===== src/sv/uras_pkg.sv =====
`timescale 1ns / 1ps

package uras_pkg;

	localparam int NUM_LEDS       = 4;
	localparam int MAX_DATA_BYTES = 3;
	localparam int DATA_BYTES     = 3;
	localparam int LED_IW         = $clog2((NUM_LEDS > 1) ? NUM_LEDS : 2);
	localparam int Q_DEPTH        = 2;
	localparam int Q_PW           = $clog2(Q_DEPTH);
	localparam int Q_CW           = $clog2(Q_DEPTH + 1);

	localparam logic [1:0] FUNC_RX      = 2'd0;
	localparam logic [1:0] FUNC_TIMEOUT = 2'd1;
	localparam logic [1:0] FUNC_BUTTON  = 2'd2;

	localparam logic [7:0] READ_FLAG = 8'h80;
	localparam logic [6:0] REG_MASK  = 7'h7F;
	localparam logic [6:0] REG_BUTTON = 7'd0;

	localparam logic [2:0] BEAT_ADDR  = 3'd0;
	localparam logic [2:0] BEAT_REG   = 3'd1;
	localparam logic [2:0] BEAT_CNT_H = 3'd2;
	localparam logic [2:0] BEAT_CNT_L = 3'd3;
	localparam logic [2:0] BEAT_DATA  = 3'd4;

	typedef enum logic {
		PH_HEADER,
		PH_DATA
	} phase_t;

	typedef enum logic [1:0] {
		HDR_REG,
		HDR_LEN_HI,
		HDR_LEN_LO
	} hdr_t;

	typedef struct packed {
		logic [1:0] func;
		logic [7:0] rx_byte;
		logic [7:0] button_value;
	} item_t;

	typedef struct packed {
		logic [7:0] tx_byte;
		logic       tx_last;
		logic       led_update;
		logic [2:0] led_number;
		logic [7:0] led_red;
		logic [7:0] led_green;
		logic [7:0] led_blue;
	} result_t;

	typedef struct packed {
		logic [7:0]  slave_addr;
		logic [7:0]  reg_byte;
		logic [1:0]  count;
		logic        is_read;
		logic [23:0] rd_data;
		logic        led_update;
		logic [2:0]  led_number;
		logic [23:0] led_rgb;
	} reply_t;

	function automatic logic [1:0] clip_len(input logic [15:0] len, input logic [1:0] lim);
		clip_len = (len < {14'd0, lim}) ? len[1:0] : lim;
	endfunction

endpackage


===== src/sv/uart_register_access_slave.sv =====
`timescale 1ns / 1ps
// channel   handshake          payload
// item      push / full        item   (func, rx_byte, button_value)
// result    empty / pop        result (tx_byte, tx_last, led_*)
// config    cfg_we             cfg_data (device address)
//
// One input beat is taken per cycle while the reply queue has room.
// A reply frame of 4 to 7 beats leaves one beat per cycle from the output
// register while pop stays high. empty falls once the accepted beat's reply has
// passed through the reply queue and been loaded into the output register.
// arst_n clears the frame state, button and LED registers; address resets to 1.
// A stalled result holds; full rises when two replies are waiting.

module uart_register_access_slave (
	input  logic               clk,
	input  logic               arst_n,
	input  logic               push,
	output logic               full,
	input  uras_pkg::item_t    item,
	output logic               empty,
	input  logic               pop,
	output uras_pkg::result_t  result,
	input  logic               cfg_we,
	input  logic [7:0]         cfg_data
);

	logic [7:0]        addr_q;
	logic              q_push, q_pop, q_valid;
	uras_pkg::reply_t  q_wdata, q_rdata;

	always_ff @(posedge clk or negedge arst_n) begin
		if (!arst_n) begin
			addr_q <= 8'd1;
		end else begin
			if (cfg_we) begin
				addr_q <= cfg_data;
			end
		end
	end

	uras_front u_front (
		.clk        (clk),
		.arst_n     (arst_n),
		.accept     (push && !full),
		.item       (item),
		.slave_addr (addr_q),
		.q_push     (q_push),
		.q_data     (q_wdata)
	);

	uras_queue u_queue (
		.clk    (clk),
		.arst_n (arst_n),
		.push   (q_push),
		.wdata  (q_wdata),
		.full   (full),
		.pop    (q_pop),
		.valid  (q_valid),
		.rdata  (q_rdata)
	);

	uras_back u_back (
		.clk     (clk),
		.arst_n  (arst_n),
		.q_valid (q_valid),
		.q_data  (q_rdata),
		.q_pop   (q_pop),
		.empty   (empty),
		.pop     (pop),
		.result  (result)
	);

endmodule


===== src/sv/uras_front.sv =====
`timescale 1ns / 1ps

module uras_front (
	input  logic               clk,
	input  logic               arst_n,
	input  logic               accept,
	input  uras_pkg::item_t    item,
	input  logic [7:0]         slave_addr,
	output logic               q_push,
	output uras_pkg::reply_t   q_data
);

	localparam logic [1:0] MAXB = 2'(uras_pkg::MAX_DATA_BYTES);

	uras_pkg::phase_t phase_q, phase_n;
	uras_pkg::hdr_t   hdr_q, hdr_n;
	logic [7:0]  reg_q, reg_n;
	logic [15:0] len_q, len_n;
	logic [7:0]  db_q [uras_pkg::DATA_BYTES];
	logic [7:0]  db_n [uras_pkg::DATA_BYTES];
	logic [1:0]  dc_q, dc_n;
	logic [7:0]  btn_q, btn_n;
	logic [23:0] led_q [uras_pkg::NUM_LEDS];
	logic        led_we;
	logic [uras_pkg::LED_IW-1:0] led_idx;
	logic        fin, reply;
	logic [6:0]  reg7;
	logic [1:0]  lim, want;
	logic        is_led;
	logic [23:0] rd_rgb;

	always_comb begin
		phase_n = phase_q;
		hdr_n   = hdr_q;
		reg_n   = reg_q;
		len_n   = len_q;
		db_n    = db_q;
		dc_n    = dc_q;
		btn_n   = btn_q;
		fin     = 1'b0;
		reply   = 1'b0;
		want    = uras_pkg::clip_len(len_q, MAXB);
		case (item.func)
			uras_pkg::FUNC_BUTTON: begin
				btn_n = item.button_value;
			end
			uras_pkg::FUNC_TIMEOUT: begin
				if (phase_q == uras_pkg::PH_DATA) begin
					fin = 1'b1;
				end else begin
					hdr_n = uras_pkg::HDR_REG;
				end
			end
			uras_pkg::FUNC_RX: begin
				if (phase_q == uras_pkg::PH_DATA) begin
					if (dc_q < 2'(uras_pkg::DATA_BYTES)) begin
						db_n[dc_q] = item.rx_byte;
					end
					dc_n = dc_q + 2'd1;
					if (dc_n >= want) begin
						fin = 1'b1;
					end
				end else begin
					case (hdr_q)
						uras_pkg::HDR_REG: begin
							reg_n = item.rx_byte;
							hdr_n = uras_pkg::HDR_LEN_HI;
						end
						uras_pkg::HDR_LEN_HI: begin
							len_n = {item.rx_byte, 8'd0};
							hdr_n = uras_pkg::HDR_LEN_LO;
						end
						default: begin
							len_n = {len_q[15:8], item.rx_byte};
							hdr_n = uras_pkg::HDR_REG;
							if ((reg_q & uras_pkg::READ_FLAG) != 8'd0 || len_n == 16'd0) begin
								reply = 1'b1;
							end else begin
								phase_n = uras_pkg::PH_DATA;
								dc_n    = 2'd0;
							end
						end
					endcase
				end
			end
			default: begin
			end
		endcase

		reg7    = reg_n[6:0] & uras_pkg::REG_MASK;
		is_led  = (reg7 != uras_pkg::REG_BUTTON) && (reg7 <= 7'(uras_pkg::NUM_LEDS));
		led_idx = uras_pkg::LED_IW'(reg7 - 7'd1);
		led_we  = 1'b0;
		if (fin) begin
			phase_n = uras_pkg::PH_HEADER;
			dc_n    = 2'd0;
			reply   = 1'b1;
			if (reg7 == uras_pkg::REG_BUTTON) begin
				btn_n = db_n[0];
			end else if (is_led) begin
				led_we = 1'b1;
			end
		end

		lim    = (reg7 == uras_pkg::REG_BUTTON) ? 2'd1 : MAXB;
		rd_rgb = is_led ? led_q[led_idx] : 24'd0;

		q_push              = accept && reply;
		q_data.slave_addr   = slave_addr;
		q_data.reg_byte     = reg_n;
		q_data.count        = (reg7 > 7'(uras_pkg::NUM_LEDS)) ? 2'd0 : uras_pkg::clip_len(len_n, lim);
		q_data.is_read      = reg_n[7];
		q_data.rd_data      = (reg7 == uras_pkg::REG_BUTTON) ? {3{btn_q}} : rd_rgb;
		q_data.led_update   = led_we;
		q_data.led_number   = led_we ? reg7[2:0] : 3'd0;
		q_data.led_rgb      = led_we ? {db_n[0], db_n[1], db_n[2]} : 24'd0;
	end

	always_ff @(posedge clk or negedge arst_n) begin
		if (!arst_n) begin
			phase_q <= uras_pkg::PH_HEADER;
			hdr_q   <= uras_pkg::HDR_REG;
			reg_q   <= 8'd0;
			len_q   <= 16'd0;
			dc_q    <= 2'd0;
			btn_q   <= 8'd0;
			for (int i = 0; i < uras_pkg::DATA_BYTES; i++) begin
				db_q[i] <= 8'd0;
			end
			for (int i = 0; i < uras_pkg::NUM_LEDS; i++) begin
				led_q[i] <= 24'd0;
			end
		end else if (accept) begin
			phase_q <= phase_n;
			hdr_q   <= hdr_n;
			reg_q   <= reg_n;
			len_q   <= len_n;
			dc_q    <= dc_n;
			btn_q   <= btn_n;
			db_q    <= db_n;
			if (led_we) begin
				led_q[led_idx] <= {db_n[0], db_n[1], db_n[2]};
			end
		end
	end

endmodule


===== src/sv/uras_queue.sv =====
`timescale 1ns / 1ps

module uras_queue (
	input  logic               clk,
	input  logic               arst_n,
	input  logic               push,
	input  uras_pkg::reply_t   wdata,
	output logic               full,
	input  logic               pop,
	output logic               valid,
	output uras_pkg::reply_t   rdata
);

	uras_pkg::reply_t mem_q [uras_pkg::Q_DEPTH];
	logic [uras_pkg::Q_PW-1:0] wp_q, rp_q;
	logic [uras_pkg::Q_CW-1:0] cnt_q;
	logic do_push, do_pop;

	assign full    = (cnt_q == uras_pkg::Q_CW'(uras_pkg::Q_DEPTH));
	assign valid   = (cnt_q != '0);
	assign rdata   = mem_q[rp_q];
	assign do_push = push && !full;
	assign do_pop  = pop && valid;

	always_ff @(posedge clk) begin
		if (do_push) begin
			mem_q[wp_q] <= wdata;
		end
	end

	always_ff @(posedge clk or negedge arst_n) begin
		if (!arst_n) begin
			wp_q  <= '0;
			rp_q  <= '0;
			cnt_q <= '0;
		end else begin
			if (do_push) begin
				wp_q <= (wp_q == uras_pkg::Q_PW'(uras_pkg::Q_DEPTH - 1)) ? '0 : wp_q + 1'b1;
			end
			if (do_pop) begin
				rp_q <= (rp_q == uras_pkg::Q_PW'(uras_pkg::Q_DEPTH - 1)) ? '0 : rp_q + 1'b1;
			end
			if (do_push && !do_pop) begin
				cnt_q <= cnt_q + 1'b1;
			end else if (do_pop && !do_push) begin
				cnt_q <= cnt_q - 1'b1;
			end
		end
	end

endmodule


===== src/sv/uras_back.sv =====
`timescale 1ns / 1ps

module uras_back (
	input  logic               clk,
	input  logic               arst_n,
	input  logic               q_valid,
	input  uras_pkg::reply_t   q_data,
	output logic               q_pop,
	output logic               empty,
	input  logic               pop,
	output uras_pkg::result_t  result
);

	logic              out_valid_q;
	uras_pkg::result_t out_q;
	logic [2:0]        k_q;
	logic [2:0]        len;
	logic              last, load;
	logic [1:0]        di;
	uras_pkg::result_t beat;

	assign len   = uras_pkg::BEAT_DATA + (q_data.is_read ? {1'b0, q_data.count} : 3'd0);
	assign last  = (k_q == len - 3'd1);
	assign load  = q_valid && (!out_valid_q || pop);
	assign q_pop = load && last;
	assign di    = 2'(k_q - uras_pkg::BEAT_DATA);
	assign empty = !out_valid_q;
	assign result = out_q;

	always_comb begin
		beat            = '0;
		beat.tx_last    = last;
		case (k_q)
			uras_pkg::BEAT_ADDR: begin
				beat.tx_byte    = q_data.slave_addr;
				beat.led_update = q_data.led_update;
				beat.led_number = q_data.led_number;
				beat.led_red    = q_data.led_rgb[23:16];
				beat.led_green  = q_data.led_rgb[15:8];
				beat.led_blue   = q_data.led_rgb[7:0];
			end
			uras_pkg::BEAT_REG:   beat.tx_byte = q_data.reg_byte;
			uras_pkg::BEAT_CNT_H: beat.tx_byte = 8'd0;
			uras_pkg::BEAT_CNT_L: beat.tx_byte = {6'd0, q_data.count};
			default: begin
				case (di)
					2'd0:    beat.tx_byte = q_data.rd_data[23:16];
					2'd1:    beat.tx_byte = q_data.rd_data[15:8];
					default: beat.tx_byte = q_data.rd_data[7:0];
				endcase
			end
		endcase
	end

	always_ff @(posedge clk) begin
		if (load) begin
			out_q <= beat;
		end
	end

	always_ff @(posedge clk or negedge arst_n) begin
		if (!arst_n) begin
			out_valid_q <= 1'b0;
			k_q         <= uras_pkg::BEAT_ADDR;
		end else begin
			if (load) begin
				out_valid_q <= 1'b1;
				k_q         <= last ? uras_pkg::BEAT_ADDR : k_q + 3'd1;
			end else if (pop) begin
				out_valid_q <= 1'b0;
			end
		end
	end

endmodule


===== config.mk =====
export PLATFORM = sky130hd
export DESIGN_NAME = uart_register_access_slave
export DESIGN_NICKNAME = d
export VERILOG_FILES = /design/src/sv/uras_pkg.sv /design/src/sv/uart_register_access_slave.sv /design/src/sv/uras_front.sv /design/src/sv/uras_queue.sv /design/src/sv/uras_back.sv
export SDC_FILE = /design/constraint.sdc
export NUM_CORES = 1
export LEC_CHECK = 0
export BUFFER_PORTS_ARGS = -buffer_cell sky130_fd_sc_hd__buf_2
export CORE_MARGIN = 5
export CORE_UTILIZATION = 50
export CTS_CLUSTER_DIAMETER = 120
export DETAILED_ROUTE_END_ITERATION = 7
export PLACE_DENSITY = 0.69
export SLEW_MARGIN = 5
export SYNTH_ARGS = -nofsm -noshare
export SYNTH_HDL_FRONTEND = slang
export SYNTH_SLANG_ARGS = --single-unit

===== constraint.sdc =====
create_clock -name clk -period 5.2 [get_ports clk]
set_input_delay 0.78 -clock clk [delete_from_list [all_inputs] [get_ports clk]]
set_output_delay 0.78 -clock clk [all_outputs]
set_load 0.005 [all_outputs]

-- After elaboration in Yosys (flattened, before gate mapping)
Memories as Yosys holds them, arrays and structs flattened.
Index checks and enable logic that the tools add are counted.
- flip-flop bits (word level): 210
- bits in writable memories: 142
- output and inout bits: 39
- logic and storage cells: 163
- memories kept: 1
- add/sub/neg operators: 10
- magnitude comparators: 10
- equality and inequality tests: 13
- multiplexer cells: 67
- bitwise operators: 2
- reductions and logical operators: 34
- memory list (memory ; words ; width ; rd ports ; clocked after Yosys merged registers in ; write ports ; line ; RTL):
    u_queue.mem_q ; 2 ; 71 ; 1 ; 0 ; 1 ; uras_queue.sv:14 ; uras_pkg::reply_t mem_q [uras_pkg::Q_DEPTH];
- operators with widths (kind ; number):
    two-way mux 24 bit ; 9
    bitwise mux 96 bit ; 1
    two-way mux 8 bit ; 7
    binary-select mux 24 bit (select 2 bit) ; 1
    demux 24 bit (select 2 bit) ; 1
    two-way mux 16 bit ; 2
    case mux 16 bit (2 select lines) ; 1
    case mux 8 bit (4 select lines) ; 1
    two-way mux 2 bit ; 14
    bitwise mux 24 bit ; 1
    two-way mux 1 bit ; 22
    demux 8 bit (select 2 bit) ; 1
    zero test 16 bit ; 1
    less-than comparator 16 x 2 -> 1 bit ; 1
    less-than comparator 16 x 2 -> 1 bit (second input constant) ; 1
    case mux 8 bit (2 select lines) ; 1
    logical AND 1 bit ; 11
    nonzero test 2 bit ; 5
    case mux 2 bit (2 select lines) ; 2
    AND reduction 4 bit ; 2
    > comparator 7 x 3 -> 1 bit (second input constant) ; 1
    less-or-equal comparator 7 x 3 -> 1 bit (second input constant) ; 1
    zero test 7 bit ; 1
    nonzero test 7 bit ; 1
    other kinds (26) ; 47

-- Logic depth before layout (Yosys ltp)
Gate-level depths: netlist of run 1.
- word-level depth: 13
- mapped depth: 17
- depth with buffers taken out: 13

-- Hierarchy
From an unflattened synthesis of run 1, not the netlist that was laid out.
- cell total of the unflattened synthesis: 1109
- area total of the unflattened synthesis: 16365.7 µm²
- modules (own cells, without submodules) (module ; instances ; cells an instance ; area each (µm²)):
    uras_front ; 1 ; 710 ; 8464.4
    uras_queue ; 1 ; 240 ; 5674.2
    uras_back ; 1 ; 141 ; 1888.1
    uart_register_access_slave ; 1 ; 18 ; 339.1

-- Worst setup path before layout of run 1
Ideal clock, no wire load.
- path kind: reg-to-reg
- start: register u_front.len_q[11]
- end: memory u_queue.mem_q[1][0] (netlist bit) (enable)
- setup time: 0.506 ns
- arrival: 5.268 ns
- required time: 4.694 ns
- path slack: -0.574 ns
- cell stages (with the launch flop): 10
- path buffers: 0
- period minus slack after synthesis: 5.774 ns
- cells stage by stage: dfrtp_1 > nor4_1 > nand2_1 > or3_1 > ha_1 > nand2b_1 > a211oi_1 > nor3_4 > a21oi_1 > nor2b_1
- cells in the longest elaborated chain, start to end: 11
- elaborated cells between the ends (all ways): 17
- those cells by class: order compare (2); mux (11); reduce/logical (4)
- ends and longest elaborated chain (element ; line ; RTL):
    from (decl) ; uras_front.sv:18 ; logic [15:0] len_q, len_n;
    from (signal assigned) ; uras_front.sv:137 ; len_q <= len_n;
    less-than comparator 16 x 2 -> 1 bit or zero test 16 bit (tied branches) ; uras_pkg.sv:66, uras_front.sv:76 ;
    two-way mux 2 bit or logical OR 1 bit (tied branches) ; uras_pkg.sv:66, uras_front.sv:76 ;
    >= comparator 2 bit or two-way mux 1 bit (tied branches) ; uras_front.sv:60, uras_front.sv:76 ;
    two-way mux 1 bit (on tied branches) ; uras_front.sv:60, uras_front.sv:64 ;
    two-way mux 1 bit ; uras_front.sv:55 ; if (phase_q == uras_pkg::PH_DATA) begin
    case mux 1 bit (2 select lines) or two-way mux 1 bit (tied branches) ; uras_front.sv:43 ; case (item.func)
    two-way mux 1 bit (*) ; uras_front.sv:94 ; if (fin) begin
    logical AND 1 bit (*) ; uras_front.sv:108 ; q_push = accept && reply;
    logical AND 1 bit (*) ; uras_queue.sv:22 ; assign do_push = push && !full;
    two-way mux 1 bit (*) ; uras_queue.sv:26 ; if (do_push) begin
    two-way mux 1 bit (implied by the code) (*) ; uras_queue.sv:27 ; mem_q[wp_q] <= wdata;
    to (decl) ; uras_queue.sv:14 ;
Mark *: on every way between the ends. The rest lies on a longest branch, timed or not.

==> results of run 1 <==
logic make-up (layout without fill, tap and decap cells):
family | after synthesis | after routing | synth area share [%]
flip-flops | 350 | 350 | 61.1
adder cells (fa/ha/maj) | 18 | 18 | 1.43
AO/OA/AOI/OAI | 182 | 182 | 7.60
buffers and inverters | 104 | 185 | 2.86
AND/OR/NAND/NOR | 375 | 375 | 10.6
multiplexers | 217 | 217 | 16.1
XOR/XNOR | 7 | 7 | 0.388
synthesized netlist by cell type, drive strengths merged, types with 2 or more instances:
cell | n | share of area, %
and2 | 3 | 0.12
a22oi | 6 | 0.29
a221oi | 8 | 0.44
mux4 | 3 | 0.43
nand3 | 30 | 1.2
ha | 18 | 1.4
mux2 | 147 | 11
o221ai | 5 | 0.28
xnor2 | 5 | 0.28
nor4 | 7 | 0.32
clkbuf | 48 | 1.1
nor2 | 170 | 4.0
or3 | 4 | 0.16
nand2 | 88 | 2.1
xor2 | 2 | 0.11
mux2i | 67 | 4.2
a221o | 2 | 0.13
o21ai | 79 | 2.5
o31ai | 24 | 1.1
a211oi | 7 | 0.33
buf | 29 | 1.1
a31oi | 6 | 0.24
dfrtp | 172 | 27
a222oi | 4 | 0.25
a22o | 18 | 1.0
o22ai | 3 | 0.12
a32o | 2 | 0.13
o21a | 3 | 0.14
nor3 | 57 | 2.0
or4 | 2 | 0.095
inv | 27 | 0.64
a21oi | 8 | 0.25
nor2b | 3 | 0.12
nand2b | 6 | 0.24
edfxtp | 177 | 34
metrics by stage:
stage | worst slack (ns) | cells
global placement | 0.683 | 1667
detailed placement | 0.521 | 1667
CTS | 0.901 | 1736
finish | 0.868 | 1736
global route | 0.456 | 1736
floorplan | 0.364 | 1253
critical path, stage by stage, from the launching register on:
cell and delay [ns]:
dfrtp_1 0.47, or3_1 0.44, nor3_2 0.18, mux2i_1 0.29
ha_1 0.40, inv_1 0.07, a2111oi_0 0.40, a31o_2 0.33
ha_1 0.30, mux2_2 0.28, a32o_1 0.25, nor4_1 0.46
a21oi_1 0.18
power by group through the flow:
stage | combinational, mW | sequential (mW) | clock (mW)
floorplan | 2.28 | 3.79 | 0
global placement | 3.25 | 3.86 | 0
detailed placement | 3.34 | 3.87 | 0
CTS | 3.34 | 3.82 | 2.61
global route | 3.70 | 3.88 | 2.73
finish | 3.36 | 3.83 | 2.58
path summary, 6_finish.rpt:
kind                                 startpoint                    to  slack (ns)  depth (start not counted)
max in group asynchronous                arst_n     u_front.led_q[77]        3.70                          2
worst min register to register        addr_q[3]  u_queue.mem_q[0][66]        0.47                          0
worst min-delay path                     arst_n         u_back.k_q[1]        0.34                          1
min in group clk                      addr_q[3]  u_queue.mem_q[0][66]        0.47                          0
worst max-delay path            u_front.phase_q  u_queue.mem_q[0][53]        0.87                         12
worst max register to register  u_front.phase_q  u_queue.mem_q[0][53]        0.87                         12
routing by layer:
| layer | up-vias | global-route usage (%) | share of wire [%] |
|---|---|---|---|
| li1 | 4659 | - | - |
| met4 | 2 | 6.92 | 2.9 |
| met1 | 5174 | 30.0 | 44 |
| met5 | - | 0 | 0.034 |
| met2 | 330 | 34.2 | 47 |
| met3 | 68 | 3.78 | 5.9 |
state kept, by name, summed over array words and instances, names as in the netlist:
register,cells
u_queue.rp_q,1
u_queue.mem_q,140
u_front.len_q,16
u_front.hdr_q,2
u_back.k_q,3
addr_q,8
u_queue.cnt_q,2
u_queue.wp_q,1
u_front.dc_q,2
u_front.db_q,24
u_front.phase_q,1
u_back.out_valid_q,1
u_front.reg_q,8
u_back.result,37
u_front.led_q,96
u_front.btn_q,8
area by class of cell:
type	count	area share [%]
Clock buffer	49	6.07
Clock inverter	20	0.736
Inverter	27	0.573
Multi-Input combinational cell	799	32.3
Sequential cell	350	54.5
Tap cell	402	2.84
Timing Repair Buffer	89	2.91
placed cells by master (no fill, tap or decap), types with 4 or more instances in the layout:
cell type,n
clkbuf_1,4
nand2_1,86
nand3_1,26
nor3_1,53
o31ai_1,24
a222oi_1,4
clkbuf_16,39
mux2_2,107
ha_1,18
a221oi_1,8
nor2_1,169
dfrtp_1,171
xnor2_1,5
a21oi_1,8
buf_2,68
mux2i_1,67
inv_1,26
mux2_4,40
o221ai_1,5
edfxtp_1,177
nor4_1,6
o21ai_0,79
clkbuf_8,6
a22oi_1,6
or3_1,4
a211oi_1,7
clkinv_2,13
buf_4,19
a22o_1,18
nand2b_1,6
a31oi_1,6
==> flow_metrics.env, run 1 <==
export IMPL_grt_pass1_vias=10259
export IMPL_timing_final_crit_share_pct=83.3
export IMPL_hold_ws_ns=0.338
export IMPL_post_route_min_period_ns=4.33
export IMPL_cts_sink_count=350
export IMPL_drive_above_1_share_pct=23.9
export IMPL_tightest_slew_ns=1.18
export IMPL_nFillCells=2566
export IMPL_yosys_warnings=0
export IMPL_cts_max_level=2
export IMPL_synth_seq_cells=350
export IMPL_hold_path_class="input pin to async pin"
export IMPL_syn_area_per_cell_sq_um=12.6
export IMPL_area_growth_pct=12.0
export IMPL_drc=0
export IMPL_fin_skew_ns=0.0129
export IMPL_drv_slew=0
export IMPL_hpwl_um=24500
export IMPL_die_w_um=188
export IMPL_root_buffer="clkbuf_16"
export IMPL_cts_resized=0
export IMPL_end_kind="flop"
export IMPL_clock_path_buffers=3
export IMPL_diodes=0
export IMPL_outcome="finished clean"
export IMPL_clk_latency_ns=0.52
export IMPL_max_slew_margin_pct=21.3
export IMPL_powerDensity_mw_per_mm2=552
export IMPL_drt_total_wl_um=37700
export IMPL_grt_max_degree=89
export IMPL_netlist_instances=1253
export IMPL_vias=10233
export IMPL_multi_input_area_sq_mm=0.00572
export IMPL_fmax_ghz=0.231
export IMPL_placed_area_sq_mm=0.0165
export IMPL_grt_usage_pct=21.4
export IMPL_grt_pass1_wl_um=59400
export IMPL_cts_setup_buffers=0
export IMPL_rsz0062_at_grt="false"
export IMPL_design_area_sq_mm=0.0177
export IMPL_setup_viol=0
export IMPL_dr_pass1_iters=5
export IMPL_die_y_um=188
export IMPL_power_leakage_nw=7.76
export IMPL_yosys_cell_types_count=59
export IMPL_seqPwrFrac_pct=39.2
export IMPL_maxCapViolations=0
export IMPL_criticalPathCategory="flop to flop"
export IMPL_core_rowCount=65
export IMPL_swShare_pct=36.1
export IMPL_path_max_fanout=12
export IMPL_core_region_area_sq_mm=0.0314
export IMPL_synth_seq_area_share_pct=61.1
export IMPL_routabilityCongestion=0.926
export IMPL_synth_enable_flop_cells=177
export IMPL_start_kind="flop"
export IMPL_die_area_sq_mm=0.0353
export IMPL_drt_iter0_drc=754
export IMPL_nets=1354
export IMPL_finalSetupTns_ns=0
export IMPL_fin_util_pct=56.4
export IMPL_clk_pin_slew_ns=0.06
export IMPL_vias_per_cell=5.89
export IMPL_crit_required_ns=5.44
export IMPL_p_sw_mw=3.53
export IMPL_worstPathArrival_ns=4.57
export IMPL_cts_tree="yes"
export IMPL_syn_area_sq_mm=0.0158
export IMPL_cts_hold_buf=0
export IMPL_hold_viol=0
export IMPL_boundaryPins=70
export IMPL_numCtsBuffers=38
export IMPL_antenna_found_initial=1
export IMPL_start_util_pct=50.3
export IMPL_ys_flop_type="edfxtp_1"
export IMPL_ant_nets=0
export IMPL_seqCellArea_sq_mm=0.00965
export IMPL_syn_num_nets=1302
export IMPL_p_total_mw=9.77
export IMPL_routedWlPerCell_um=21.7
export IMPL_ir_drop_uv=360
export IMPL_combPwrFrac_pct=34.4
export IMPL_ys_async_sr_fraction_pct=49.4
export IMPL_portBuffers=69
export IMPL_overflow=0
export IMPL_power_frac_clock_pct=26.4
export IMPL_p_int_mw=6.24
Power figures use the tool's default switching activity.
==> run 2, diff against run 1 <==
ABC_AREA = 1   (was default)
PLACE_DENSITY = 0.67   (was 0.69)
clock period = 4.4 ns   (was 5.2 ns; I/O delays follow)
==> run 2 against run 1 <==
Effect of this change:
- combinational power up 10%
- fmax increased by 19%
- wire length up 9.2%
- critical path type unchanged
- largest power group unchanged
==> flow_metrics.env, run 2 <==
export IMPL_post_route_min_period_ns=3.63
export IMPL_power_frac_clock_pct=28.2
export IMPL_largest_register="u_queue.mem_q"
export IMPL_hpwl_um=25700
export IMPL_hold_viol=0
export IMPL_yosys_cell_types_count=43
export IMPL_multi_input_area_sq_mm=0.00533
export IMPL_finalSetupTns_ns=0
export IMPL_yosysMostFrequentCell="nand2_1"
export IMPL_die_area_sq_mm=0.0352
export IMPL_clock_path_buffers=3
export IMPL_p_total_mw=11.0
export IMPL_antenna_found_initial=2
export IMPL_synth_seq_cells=350
export IMPL_drt_total_wl_um=41200
export IMPL_synth_seq_area_share_pct=61.1
export IMPL_drive_above_1_share_pct=11.5
export IMPL_numCtsBuffers=38
export IMPL_rsz0062_at_grt="false"
export IMPL_path_max_fanout=98
export IMPL_p_sw_mw=4.10
export IMPL_cts_sink_count=350
export IMPL_crit_required_ns=4.80
export IMPL_powerDensity_mw_per_mm2=619
export IMPL_nets=1746
export IMPL_layout_common_cells="489 x nand2_1, 177 x edfxtp_1, 171 x dfrtp_1, 159 x o21ai_0, 155 x nor2_1"
export IMPL_fin_skew_ns=0.0188
export IMPL_yosysTopAreaCell="edfxtp_1"
export IMPL_synth_top_family_by_area="simple AND/OR/NAND/NOR gates"
export IMPL_boundaryPins=70
export IMPL_die_w_um=188
export IMPL_drt_iter0_drc=1358
export IMPL_ant_nets=0
export IMPL_grt_pass1_vias=11417
export IMPL_synth_common_cells="489 x nand2_1, 177 x edfxtp_1, 172 x dfrtp_1"
export IMPL_synthXorXnorAreaFrac_pct=0.278
export IMPL_combPwrFrac_pct=33.7
export IMPL_timing_final_crit_share_pct=82.4
export IMPL_vias=12126
export IMPL_yosys_warnings=0
export IMPL_fmax_ghz=0.276
export IMPL_setup_viol=0
export IMPL_portBuffers=69
export IMPL_crit_path_start="u_front.len_q[5]"
export IMPL_core_region_area_sq_mm=0.0314
export IMPL_drv_slew=0
export IMPL_cts_resized=0
export IMPL_grt_pass1_wl_um=65300
export IMPL_max_slew_margin_pct=8.40
export IMPL_synth_enable_flop_cells=177
export IMPL_worstPathArrival_ns=4.02
export IMPL_start_kind="flop"
export IMPL_diodes=0
export IMPL_fin_util_pct=56.6
export IMPL_synth_area_mux_share_pct=1.14
export IMPL_cts_setup_buffers=0
export IMPL_grt_usage_pct=23.0
export IMPL_netlist_instances=1651
export IMPL_final_common_cell="nand2_1"
export IMPL_ys_flop_type="edfxtp_1"
export IMPL_maxCapViolations=0
export IMPL_grt_max_degree=121
export IMPL_clk_pin_slew_ns=0.06
export IMPL_reg2reg_from="u_front.len_q[5]"
export IMPL_synthSimpleGateAreaFrac_pct=21.6
export IMPL_end_kind="flop"
export IMPL_vias_per_cell=5.70
export IMPL_synth_top_area_share_pct=33.7
export IMPL_drc=0
export IMPL_swShare_pct=37.3
export IMPL_synthAdderAreaFrac_pct=1.43
export IMPL_p_int_mw=6.90
export IMPL_seqPwrFrac_pct=38.1
export IMPL_synthTopCellsByArea="edfxtp_1 34%, dfrtp_1 27%, nand2_1 12%"
export IMPL_core_rowCount=65
export IMPL_seqCellArea_sq_mm=0.00965
export IMPL_ir_drop_uv=369
export IMPL_routabilityCongestion=0.847
export IMPL_tightest_slew_ns=1.36
export IMPL_dp_slack_ns=0.530
export IMPL_area_growth_pct=12.7
export IMPL_synth_compound_area_share_pct=9.18
export IMPL_dr_pass1_iters=5
export IMPL_routedWlPerCell_um=19.3
export IMPL_cts_max_level=2
export IMPL_hold_path_class="input pin to async pin"
export IMPL_cts_hold_buf=0
export IMPL_overflow=0
export IMPL_syn_num_nets=1700
export IMPL_syn_area_sq_mm=0.0158
export IMPL_outcome="finished clean"
export IMPL_syn_area_per_cell_sq_um=9.55
export IMPL_die_y_um=188
export IMPL_largest_reg_flops=140
export IMPL_cts_tree="yes"
export IMPL_start_util_pct=50.3
export IMPL_nFillCells=2697
export IMPL_root_buffer="clkbuf_16"
export IMPL_clk_latency_ns=0.52
export IMPL_ys_async_sr_fraction_pct=49.4
export IMPL_criticalPathCategory="flop to flop"
export IMPL_setup_slack_ns=0.773
export IMPL_power_leakage_nw=8.14
## run 2: cell count changes after synthesis, sizes merged, moves of 14 or more
cell	previous run	this run
clkbuf	48	62
mux2	147	8
mux2i	67	9
a22o	18	0
nand2	88	491
nor3	57	2
o21ai	79	164
o31ai	24	0
o22ai	3	28
a21oi	8	31
inv	27	97
nand4	1	107
## run 2: cell type report
class	instances	area share (%)
Sequential cell	350	54.3
Multi-Input combinational cell	1101	30.0
Clock buffer	58	6.46
Timing Repair Buffer	107	3.94
Tap cell	402	2.83
Inverter	99	2.09
Clock inverter	11	0.451
## run 2: power by group through the flow
stage | clock network [mW] | logic, mW | registers (mW)
6_report | 3.10 | 3.70 | 4.19
3_3_place_gp | 0 | 3.61 | 4.24
3_5_place_dp | 0 | 3.65 | 4.25
2_1_floorplan | 0 | 2.37 | 4.23
5_1_grt | 3.30 | 4.05 | 4.24
4_1_cts | 3.15 | 3.66 | 4.19
## run 2: path summary, 6_finish.rpt
check | to | slack (ns) | cells past startpoint
setup / recovery | u_front.led_q[73] | 0.77 | 14
setup reg to reg | u_front.led_q[73] | 0.77 | 14
min in group clk | u_back.out_valid_q | 0.34 | 2
hold / removal | u_queue.cnt_q[0] | 0.18 | 1
max in group asynchronous | u_front.led_q[64] | 3.18 | 2
hold reg to reg | u_queue.mem_q[1][68] | 0.47 | 0
## run 2: worst max-delay path, stage by stage (launching register included)
cell,delay (ns)
dfrtp_1,0.39
nor2_1,0.13
nand2_1,0.07
a2111oi_0,0.44
nand3_1,0.15
ha_1,0.30
o21ai_0,0.10
a31oi_2,0.16
inv_1,0.11
nor2_4,0.17
buf_4,0.82
nand4_1,0.19
buf_4,0.30
nand2_1,0.11
nand2_1,0.05
## run 2: routing by layer
| metal | vias to the layer above | global-route usage, % | routed length, um | part of all wire [%] |
|---|---|---|---|---|
| li1 | 5717 | - | - | - |
| met4 | 4 | 6.80 | 994 | 2.4 |
| met2 | 448 | 35.4 | 18900 | 46 |
| met5 | - | 0 | 27 | 0.066 |
| met1 | 5875 | 33.6 | 18100 | 44 |
| met3 | 82 | 4.39 | 3190 | 7.7 |
## run 2: per-stage QoR
step / cells / area [sq um] / hold WS (ns)
2_1_floorplan: 1651 / 15800 / 0.364
3_3_place_gp: 2059 / 16500 / 0.455
3_5_place_dp: 2059 / 16500 / 0.461
4_1_cts: 2128 / 17800 / 0.266
5_1_grt: 2128 / 17800 / 0.287
6_report: 2128 / 17800 / 0.180
## run 2: cells by family (layout without fill, tap and decap cells)
kind of cell	Yosys count	after routing
AO/OA/AOI/OAI	259	259
XOR/XNOR	5	5
buffers and inverters	200	275
AND/OR/NAND/NOR	802	802
multiplexers	17	17
flip-flops	350	350
adder cells (fa/ha/maj)	18	18
==> run 3, diff against run 2 <==
clock period = 3.43 ns   (was 4.4 ns; I/O delays follow)
==> run 3 against run 2 <==
Effect of this change:
- wire length is 0.51% higher
- cell area is 1.4% higher
- clock power is 38% higher
- largest cell class unchanged
==> flow_metrics.env, run 3 (synthesized netlist as in run 2, its figures left out) <==
export IMPL_hold_viol=0
export IMPL_drive_above_1_share_pct=12.8
export IMPL_boundaryPins=70
export IMPL_end_kind="flop"
export IMPL_tightest_slew_ns=0.881
export IMPL_hold_path_class="input pin to flop"
export IMPL_whs_path_depth=2
export IMPL_p_sw_mw=5.31
export IMPL_timing_final_crit_share_pct=93.0
export IMPL_die_area_sq_mm=0.0352
export IMPL_ant_nets=0
export IMPL_post_route_min_period_ns=3.19
export IMPL_numCtsBuffers=38
export IMPL_worstPathArrival_ns=3.63
export IMPL_clk_pin_slew_ns=0.06
export IMPL_busiest_layer="met2"
export IMPL_seqPwrFrac_pct=37.4
export IMPL_power_leakage_nw=8.24
export IMPL_dr_pass1_iters=5
export IMPL_core_rowCount=65
export IMPL_path_max_fanout=51
export IMPL_layout_common_cells="488 x nand2_1, 177 x edfxtp_1, 171 x dfrtp_1, 158 x o21ai_0, 155 x nor2_1"
export IMPL_criticalPathCategory="flop to flop"
export IMPL_largest_reg_flops=140
export IMPL_r2r_setup_slack_ns=0.24
export IMPL_vias_per_cell=5.72
export IMPL_grt_pass1_wl_um=66000
export IMPL_fmax_ghz=0.314
export IMPL_combPwrFrac_pct=32.9
export IMPL_drc=0
export IMPL_outcome="finished clean"
export IMPL_die_y_um=188
export IMPL_finalSetupTns_ns=0
export IMPL_antenna_found_initial=0
export IMPL_setup_viol=0
export IMPL_reg2reg_depth=13
export IMPL_grtUsageMet3_pct=3.67
export IMPL_routabilityCongestion=0.848
export IMPL_portBuffers=69
export IMPL_met1_usage_pct=32.8
export IMPL_crit_required_ns=3.88
export IMPL_core_region_area_sq_mm=0.0314
export IMPL_drt_iter0_drc=1471
export IMPL_grt_usage_pct=23.2
export IMPL_die_w_um=188
export IMPL_overflow=0
export IMPL_largest_register="u_queue.mem_q"
export IMPL_cts_max_level=2
export IMPL_clk_latency_ns=0.52
export IMPL_fin_util_pct=57.4
export IMPL_cts_tree="yes"
export IMPL_start_util_pct=50.3
export IMPL_grt_pass1_vias=11760
export IMPL_grt_max_degree=121
export IMPL_root_buffer="clkbuf_16"
export IMPL_rsz0062_at_grt="false"
export IMPL_nets=1764
export IMPL_ir_drop_uv=486
export IMPL_p_int_mw=9.16
export IMPL_fin_skew_ns=0.0156
export IMPL_start_kind="flop"
export IMPL_maxCapViolations=0
export IMPL_vias=12275
export IMPL_nFillCells=2651
export IMPL_drt_total_wl_um=41400
export IMPL_powerDensity_mw_per_mm2=803
export IMPL_final_common_cell="nand2_1"
export IMPL_swShare_pct=36.7
export IMPL_clock_path_buffers=3
export IMPL_area_growth_pct=14.2
export IMPL_drv_slew=0
export IMPL_grt_util_met2_pct=37.2
export IMPL_max_slew_margin_pct=40.6
export IMPL_diodes=0
export IMPL_power_frac_clock_pct=29.7
export IMPL_cts_sink_count=350
export IMPL_routedWlPerCell_um=19.3
export IMPL_cts_setup_buffers=0
export IMPL_hpwl_um=26000
-- run 3: cell count changes in the layout (fill, tap and decap cells not counted), moves of 3 or more --
cell        change
clkbuf_8        -8
clkbuf_1        -6
buf_4          +17
clkinvlp_4      +3
bufinv_16       +6
-- run 3: timing repair --
action,4_1_cts,5_1_grt
hold endpoints to repair,38,0
hold buffers,1,0
setup endpoints to repair,0,53
gates resized for setup,0,2
-- run 3: routing by layer --
| metal | vias to the layer above | part of all wire [%] |
|---|---|---|
| met5 | - | 0 |
| met4 | 0 | 2.8 |
| met3 | 72 | 6.7 |
| met2 | 458 | 47 |
| met1 | 5979 | 44 |
| li1 | 5766 | - |
-- run 3: cell type report --
class,instances,area [sq um],share of cell area (%)
sequential,350,9650,53.5
multi-input combinational,1101,5340,29.6
clock buffer,44,1010,5.63
timing repair buffer,125,828,4.60
tap,402,503,2.79
inverter,99,375,2.08
clock inverter,25,310,1.72
-- run 3: worst paths after layout --
check                                       from                    to
worst max-delay path            u_front.len_q[5]     u_front.led_q[83]
worst min-delay path                         pop    u_back.out_valid_q
worst max register to register  u_front.len_q[5]     u_front.led_q[83]
worst min register to register         addr_q[5]  u_queue.mem_q[1][68]
max in group asynchronous                 arst_n     u_front.led_q[45]
min in group asynchronous                 arst_n          u_queue.wp_q
-- run 3: power by group through the flow --
stage	Combinational [mW]	Sequential, mW	Clock [mW]
floorplan	3.04	5.43	0
detailed placement	4.69	5.48	0
CTS	4.71	5.40	4.36
global placement	4.59	5.47	0
global route	5.24	5.46	4.54
finish	4.76	5.41	4.29
-- run 3: critical path, stage by stage (launching register included) --
cell       delay, ns
dfrtp_1         0.39
nor2_1          0.13
nand2_1         0.09
a2111oi_2       0.25
nand3_1         0.18
ha_1            0.31
o21ai_1         0.08
a31oi_2         0.19
inv_1           0.13
nor2_4          0.17
buf_4           0.47
buf_6           0.42
nand4_1         0.17
nand2_1         0.12
-- run 3: stage by stage --
| step | setup WS (ns) | hold slack, ns | cells | instance area [sq um] | power (mW) |
|---|---|---|---|---|---|
| 4_1_cts | 0.136 | 0.185 | 2146 | 18000 | 14.5 |
| 5_1_grt | 0.0208 | 0.201 | 2146 | 18000 | 15.2 |
| 3_3_place_gp | 0.236 | 0.450 | 2076 | 16700 | 10.1 |
| 6_report | 0.240 | 0.203 | 2146 | 18000 | 14.5 |
| 3_5_place_dp | 0.113 | 0.458 | 2076 | 16700 | 10.2 |
| 2_1_floorplan | 0.000543 | 0.219 | 1651 | 15800 | 8.47 |
